File: config.mk
export PLATFORM = sky130hd
export DESIGN_NAME = pfbc_queue
export DESIGN_NICKNAME = d
export VERILOG_FILES = /design/src/png_filter_block_cost_assert.svh /design/src/pfbc_pkg.sv /design/src/pfbc_queue.sv
export SDC_FILE = /design/constraint.sdc
export NUM_CORES = 1
export LEC_CHECK = 0
export BUFFER_PORTS_ARGS = -buffer_cell sky130_fd_sc_hd__buf_2
export CAP_MARGIN = 10
export CORE_ASPECT_RATIO = 1.4
export CORE_MARGIN = 2
export CORE_UTILIZATION = 60
export CTS_CLUSTER_DIAMETER = 120
export DETAILED_ROUTE_END_ITERATION = 6
export PLACE_DENSITY_LB_ADDON = 0.15
export SLEW_MARGIN = 20
export SYNTH_ARGS = -nofsm -noshare
export SYNTH_HDL_FRONTEND = slang
export SYNTH_SLANG_ARGS = --single-unit
File: constraint.sdc
create_clock -name clk -period 7.25 [get_ports clk]
set_input_delay 1.45 -clock clk [delete_from_list [all_inputs] [get_ports clk]]
set_output_delay 1.45 -clock clk [all_outputs]
set_load 0.1 [all_outputs]
File: src/png_filter_block_cost_assert.svh
// ----------------------------------------------------------------------------
// png_filter_block_cost assertion macros
// shared concurrent assertion forms, clocked on clk, disabled in reset
// ----------------------------------------------------------------------------
`ifndef PNG_FILTER_BLOCK_COST_ASSERT_SVH
`define PNG_FILTER_BLOCK_COST_ASSERT_SVH

// property must hold at every edge out of reset
`define PFBC_ASSERT(lbl, prop, msg) \
  lbl: assert property (@(posedge clk) disable iff (!rst_n) (prop)) else $error(msg);

// condition must never be seen out of reset
`define PFBC_ASSERT_NEVER(lbl, cond, msg) \
  lbl: assert property (@(posedge clk) disable iff (!rst_n) !(cond)) else $error(msg);

`endif

File: src/pfbc_pkg.sv
// ----------------------------------------------------------------------------
// pfbc_pkg
// shared types, constants and arithmetic helpers of the block cost estimator
// ----------------------------------------------------------------------------
package pfbc_pkg;

  localparam int PIX_W      = 8;
  localparam int SUM_W      = 12;
  localparam int NFILT      = 5;
  localparam int ROW_W      = 12;
  localparam int CFG_W      = 13;
  localparam int CFG_IDX_W  = 4;
  localparam int TOTAL_W    = 32;
  localparam int FILT_W     = 3;
  localparam int HEIGHT_CAP = 4096;
  localparam int CFG_RST    = 64;

  localparam logic [SUM_W-1:0] SUM_MAX = 12'd4095;

  localparam logic [CFG_IDX_W-1:0] CFG_IDX_WIDTH  = 4'd0;
  localparam logic [CFG_IDX_W-1:0] CFG_IDX_HEIGHT = 4'd1;

  localparam logic [FILT_W-1:0] FILT_NONE  = 3'd0;
  localparam logic [FILT_W-1:0] FILT_SUB   = 3'd1;
  localparam logic [FILT_W-1:0] FILT_UP    = 3'd2;
  localparam logic [FILT_W-1:0] FILT_AVG   = 3'd3;
  localparam logic [FILT_W-1:0] FILT_PAETH = 3'd4;

  localparam int QUEUE_DEPTH = 4;
  localparam int QPTR_W      = $clog2(QUEUE_DEPTH);
  localparam int QCNT_W      = $clog2(QUEUE_DEPTH + 1);
  localparam int OUT_DEPTH   = 2;
  localparam int OPTR_W      = $clog2(OUT_DEPTH);
  localparam int OCNT_W      = $clog2(OUT_DEPTH + 1);

  typedef struct packed {
    logic col_first;
    logic row_first;
    logic bcol_first;
    logic bcol_last;
    logic brow_first;
    logic brow_last;
    logic img_last;
  } pos_flags_t;

  typedef struct packed {
    logic [PIX_W-1:0] pix;
    logic [PIX_W-1:0] left;
    logic [PIX_W-1:0] up;
    logic [PIX_W-1:0] upleft;
    pos_flags_t       flags;
  } fe_item_t;

  typedef logic [NFILT-1:0][SUM_W-1:0] sums_t;

  typedef struct packed {
    logic [SUM_W-1:0]   cost;
    logic [FILT_W-1:0]  filt;
    logic [TOTAL_W-1:0] total;
    logic               last;
  } result_t;

  function automatic logic [PIX_W-1:0] absdiff8(input logic [PIX_W-1:0] a,
                                                input logic [PIX_W-1:0] b);
    return (a > b) ? (a - b) : (b - a);
  endfunction

  // |left + up - 2*upleft|
  function automatic logic [PIX_W:0] paeth_pc(input logic [PIX_W-1:0] l,
                                              input logic [PIX_W-1:0] u,
                                              input logic [PIX_W-1:0] ul);
    logic [PIX_W+1:0] s;
    logic [PIX_W+1:0] t;
    logic [PIX_W+1:0] d;
    s = (PIX_W+2)'(l) + (PIX_W+2)'(u);
    t = {1'b0, ul, 1'b0};
    d = (s >= t) ? (s - t) : (t - s);
    return d[PIX_W:0];
  endfunction

  function automatic logic [SUM_W-1:0] sat_add(input logic [SUM_W-1:0] a,
                                               input logic [SUM_W-1:0] b);
    logic [SUM_W:0] s;
    s = {1'b0, a} + {1'b0, b};
    return s[SUM_W] ? SUM_MAX : s[SUM_W-1:0];
  endfunction

endpackage

File: src/pfbc_queue.sv
// ----------------------------------------------------------------------------
// pfbc_queue
// short queue of classified pixels between the front and the back
// ----------------------------------------------------------------------------
module pfbc_queue import pfbc_pkg::*; #(
  parameter int BKW = 10
) (
  input  logic           clk,
  input  logic           rst_n,
  input  logic           wr_en,
  input  fe_item_t       wr_item,
  input  logic [BKW-1:0] wr_blk,
  output logic           q_full,
  input  logic           rd_en,
  output fe_item_t       rd_item,
  output logic [BKW-1:0] rd_blk,
  output logic           q_empty
);

  fe_item_t       item_mem [QUEUE_DEPTH];
  logic [BKW-1:0] blk_mem  [QUEUE_DEPTH];
  logic [QPTR_W-1:0] wr_ptr_r;
  logic [QPTR_W-1:0] rd_ptr_r;
  logic [QCNT_W-1:0] cnt_r;
  logic do_wr;
  logic do_rd;

  assign q_full  = (cnt_r == QCNT_W'(QUEUE_DEPTH));
  assign q_empty = (cnt_r == '0);
  assign do_wr   = wr_en & ~q_full;
  assign do_rd   = rd_en & ~q_empty;
  assign rd_item = item_mem[rd_ptr_r];
  assign rd_blk  = blk_mem[rd_ptr_r];

  always_ff @(posedge clk) begin
    if (!rst_n) begin
      wr_ptr_r <= '0;
      rd_ptr_r <= '0;
      cnt_r    <= '0;
    end else begin
      if (do_wr) begin
        wr_ptr_r <= wr_ptr_r + 1'b1;
      end
      if (do_rd) begin
        rd_ptr_r <= rd_ptr_r + 1'b1;
      end
      case ({do_wr, do_rd})
        2'b10:   cnt_r <= cnt_r + 1'b1;
        2'b01:   cnt_r <= cnt_r - 1'b1;
        default: cnt_r <= cnt_r;
      endcase
    end
  end

  always_ff @(posedge clk) begin
    if (do_wr) begin
      item_mem[wr_ptr_r] <= wr_item;
      blk_mem[wr_ptr_r]  <= wr_blk;
    end
  end

endmodule

### Word-level counts from Yosys, hierarchy flattened

Memory sizes are Yosys's and may differ from the RTL's. A register that Yosys moved wholly into a read port is not among the register bits.
Cells that the tools add are included.

| storage, ports and cells | value |
|---|---|
| memories | 2 |
| bits in registers | 7 |
| RAM bits | 196 |
| output and inout bits | 51 |
| word-level logic and storage cells | 25 |

| operators by class | value |
|---|---|
| multiplexer cells | 7 |
| add/sub/neg operators | 4 |
| equality and inequality tests | 3 |
| reduce and logical (&&, ||, !) cells | 2 |
| bitwise operators | 4 |

Memories:

| memory | words | width | read ports | clocked after Yosys merged registers in | wr ports | RTL line | RTL |
|---|---|---|---|---|---|---|---|
| item_mem | 4 | 39 | 1 | 1 | 1 | pfbc_queue.sv:20 | `fe_item_t item_mem [QUEUE_DEPTH];` |
| blk_mem | 4 | 10 | 1 | 1 | 1 | pfbc_queue.sv:21 | `logic [BKW-1:0] blk_mem [QUEUE_DEPTH];` |

Operator list:

| kind | number |
|---|---|
| 2-to-1 mux 2 bit | 4 |
| one-hot mux 3 bit (2 select lines) | 1 |
| adder 2 x 1 -> 2 bit, second input constant | 2 |
| adder 3 x 1 -> 3 bit, second input constant | 1 |
| == test 3 bit, second input constant | 1 |
| zero test 3 bit | 1 |
| subtractor 3 x 1 -> 3 bit, second input constant | 1 |
| AND 1 bit | 2 |
| == test 2 x 1 -> 1 bit, second input constant | 1 |
| == test 2 bit, second input constant | 1 |
| 2-to-1 mux 1 bit | 2 |
| inverter 1 bit | 2 |
| nonzero test 2 bit | 1 |

### Longest topological paths before layout

| logic depth | value |
|---|---|
| word-level depth | 5 |
| gate-level depth with buffers | 10 |

### Worst setup path after synthesis

OpenSTA, ideal clock, no wires.

| timing | value |
|---|---|
| path type | register to register |
| from | reg cnt_r[2] |
| to | reg cnt_r[2] |
| data required time | 7.174 ns |
| path slack | 3.012 ns |
| setup time | 0.076 ns |
| cell stages (with the launch flop) | 11 |
| buffers on the path | 1 |
| data arrival time | 4.162 ns |
| clock period less this slack | 4.238 ns |
| path through | dfxtp_1 -> nor3b_1 -> nor2b_1 -> clkbuf_1 -> inv_1 -> ha_1 -> inv_1 -> fa_1 -> xor2_1 -> or3_1 -> a21boi_0 |

| on the way | value |
|---|---|
| longest elaborated chain between the ends | 5 |

RTL lines:

| item | RTL line | RTL |
|---|---|---|
| from (decl) | pfbc_queue.sv:24 | `logic [QCNT_W-1:0] cnt_r;` |
| from (signal assigned) | pfbc_queue.sv:48 | `2'b10: cnt_r <= cnt_r + 1'b1;` |
| from (signal assigned) | pfbc_queue.sv:49 | `2'b01: cnt_r <= cnt_r - 1'b1;` |
| from (signal assigned) | pfbc_queue.sv:50 | `default: cnt_r <= cnt_r;` |
| == test 3 bit * | pfbc_queue.sv:28 | `assign q_full = (cnt_r == QCNT_W'(QUEUE_DEPTH));` |
| net q_full | pfbc_queue.sv:13 | `output logic q_full,` |
| inverter 1 bit * | pfbc_queue.sv:30 | `assign do_wr = wr_en & ~q_full;` |
| AND 1 bit * | pfbc_queue.sv:30 |  |
| == test 2 x 1 -> 1 bit / == test 2 bit (equally long branches) | pfbc_queue.sv:47 | `case ({do_wr, do_rd})` |
| one-hot mux 3 bit (2 select lines) / nonzero test 2 bit (equally long branches) | n/a |  |

The timed path passes the listed nets; every way through them passes the cells marked *.
A chain may end at the register's enable or synchronous reset.

==> results by group <==
Status
  – Status: complete, no violations

Logic synthesis
  – Synth Flop Type: edfxtp_1
  – Seq cells post-synth: 205
  – Synth Cell Area: 7580 µm²
  – Post-synth ARST share: 0%
  – Count leader, synth: edfxtp_1
  – Ys Warns: 0
  – Post-Syn Area per Cell: 24.5 µm²
  – Synth cell count leaders: edfxtp_1, mux4_2, dfxtp_1
  – Synthesized instance count: 310
  – Number of synthesized flops with an enable pin: slightly below 200
  – Top-area cell type share of the netlist area: 77.6%
  – Cell taking the most area after synthesis: edfxtp_1
  – Top cells by area, synth: edfxtp_1, mux4_2, dfxtp_1
  – Synth unique cells: 26
  – Sequential share of the synthesized area: 80.0%
  – Post-Syn Nets: between 300 and 400

GRT
  – All-Layer GR Usage: 18.6%
  – Gr ovfl total: 0
  – Global-route wire length before repair: roughly 19000 µm
  – Vias in the first global route: 3649
  – Largest net degree at the start of global routing: 50
  – Initial antenna violation count: 1

Worst hold path
  – Worst Hold Endpoint: rd_ptr_r[0]$_SDFFE_PN0P_
  – Hold depth: 2
  – Worst Hold Class: reg -> reg
  – Hold Crit Start: rd_ptr_r[0]$_SDFFE_PN0P_

Die
  – Core ar.: 12300 µm²
  – Row count: 48
  – Die height: 137 µm
  – Chip width: 99 µm
  – Io pins: 104
  – Initial Utilization: 61.6%
  – Die area: approximately 14000 µm²

CTS
  – Cts repair resizes: 0
  – Clock sinks: 205
  – CTS buffer count: 19
  – # hold bufs at CTS: 0
  – Clock latency on the worst-skew pair: between 0.4 and 0.5 ns
  – Root buffer cell: clkbuf_16
  – CTS clk-pin slew, worst paths: approximately 0.060 ns
  – Clk buf depth: 3
  – Clock H-tree levels: 1
  – Post-CTS Setup Repair Bufs: 0
  – CTS tree: built

Worst setup path
  – Critical path capture point type: output pin
  – Crit Path Category: reg -> out
  – Worst Path Arrival: 2.44 ns
  – Reg-to-reg endpoint: cnt_r[2]$_SDFFE_PN0P_
  – R2R Setup Slk: about 5 ns
  – CP max FO: 28
  – Startpoint types: flop
  – Reg2reg start: cnt_r[2]$_SDFFE_PN0P_
  – Worst Path Required: 5.80 ns
  – Cells on worst reg2reg path: 9

Power
  – Pwr/cell area: 434 nW/µm²
  – Max IR drop VDD: 0.000309 V
  – Lkg Pwr: 0.00297 µW

Job
  – Max_cap viols: 0

Timing
  – Max Freq: 257 MHz
  – Layout Skew: 0.00647 ns
  – Relative slew slack: 34.9%
  – Setup violations, final: 0
  – Final Hold Viols: 0
  – Period utilization: between 50% and 60%
  – Pins Over Slew Limit: 0
  – Slew @ Worst Pin: 0.976 ns
  – WHS: 0.507 ns
  – Minimum clock period: 3.89 ns
  – Unrepaired setup endpoints after global routing: false
  – Setup TNS: 0 ns

Routing
  – WL final: 12400 µm
  – Iter 0 DRT Violations: between 100 and 150
  – Drt first pass iters: 6
  – DRC viols: 0
  – Vias per inst: around 5.7
  – Via count: about 3400
  – WL per Instance: 21.0 µm
  – Antenna Nets Post-Route: 0

Final layout
  – Area grow syn2layout: 15.7%
  – Design Area, Final: between 8000 and 9000 µm²
  – Share of cells above drive strength 1: 42.7%
  – Nets: just under 500

Placement
  – HPWL Detailed: 7330 µm
  – Placer Congestion: ~0.72
  – IO Port Bufs: 103
  – Dpl cell area: a little over 8000 µm²
sequential cells by signal, summed over array words and instances, names as in the netlist, named ones only:
register	flops
blk_mem	40
cnt_r	3
item_mem	156
rd_ptr_r	2
wr_ptr_r	2
cells by family (layout without fill, tap and decap cells):
group | Yosys count | after routing | share of synthesized area (%)
AO/OA/AOI/OAI | 7 | 7 | 0.528
adder cells (fa/ha/maj) | 6 | 6 | 1.09
AND/OR/NAND/NOR | 20 | 20 | 1.55
other | 0 | 1 | 0
flip-flops | 205 | 205 | 80.0
buffers and inverters | 19 | 147 | 1.67
XOR/XNOR | 2 | 2 | 0.231
multiplexers | 51 | 51 | 14.9
routing by layer:
| metal | routed length (µm) | vias to the layer above | global-route usage, % |
|---|---|---|---|
| li1 | - | 1528 | - |
| met1 | 4920 | 1735 | 23.3 |
| met2 | 6450 | 97 | 33.0 |
| met3 | 755 | 16 | 3.88 |
| met4 | 250 | 0 | 5.71 |
| met5 | 0 | - | 0 |
stage by stage:
stage               total power, µW  util, %  instances  setup WS [ns]
global placement               2950     66.8        555           3.75
finish                         3800     71.3        589           3.36
CTS                            3850     71.3        588           3.25
floorplan                      2780        -        310           3.01
global route                   3940     71.3        589           3.17
detailed placement             2970     66.8        555           3.74
worst max-delay path: stages, from the launching register on:
cell     delay (ns)
dfxtp_2        0.74
buf_4          0.49
mux4_2         0.29
buf_2          0.45
worst max-delay path by stage:
| stage | to | cells after the start | from |
|---|---|---|---|
| detailed placement | rd_blk[1] | 2 | flop |
| floorplan | cnt_r[2]$_SDFFE_PN0P_ | 10 | cnt_r[2]$_SDFFE_PN0P_ |
| CTS | rd_blk[1] | 2 | flop |
| global placement | rd_blk[2] | 2 | flop |
| global route | rd_blk[1] | 2 | flop |
| finish | rd_blk[3] | 3 | flop |
cell type report:
type                            count  area (µm²)
Clock buffer                       25         508
Tap cell                          150         188
Fill cell                         717        3540
Inverter                            6        22.5
Sequential cell                   205        6070
Antenna cell                        1        2.50
Clock inverter                      8        36.3
Timing Repair Buffer              108         553
Multi-Input combinational cell     86        1390
cell usage in the layout, fill, tap and decap left out:
cell	netlist	routed
edfxtp_1	196	196
buf_2	2	103
mux4_2	47	47
clkbuf_16	0	19
nand2_1	7	7
dfxtp_1	9	7
inv_1	6	6
o21ai_0	5	5
ha_1	5	5
clkbuf_1	1	5
clkinv_2	0	5
buf_4	3	5
and2_2	0	4
clkinv_1	0	3
nor2b_1	2	2
mux4_1	2	2
and2_1	6	2
mux2i_1	2	2
or3_1	2	2
a21boi_0	2	2
diode_2	0	1
nor3_2	1	1
nor3b_1	1	1
xnor2_1	1	1
or4bb_1	1	1
xor2_1	1	1
fa_1	1	1
dfxtp_4	0	1
dfxtp_2	0	1
clkbuf_8	0	1
where the power goes:
part,total [µW],switching [µW],internal (µW)
Clock,873,381,492
Sequential,1530,103,1430
Combinational,1400,1100,302
Total,3800,1580,2220
Note: power is estimated with default switching activity, not from simulation.
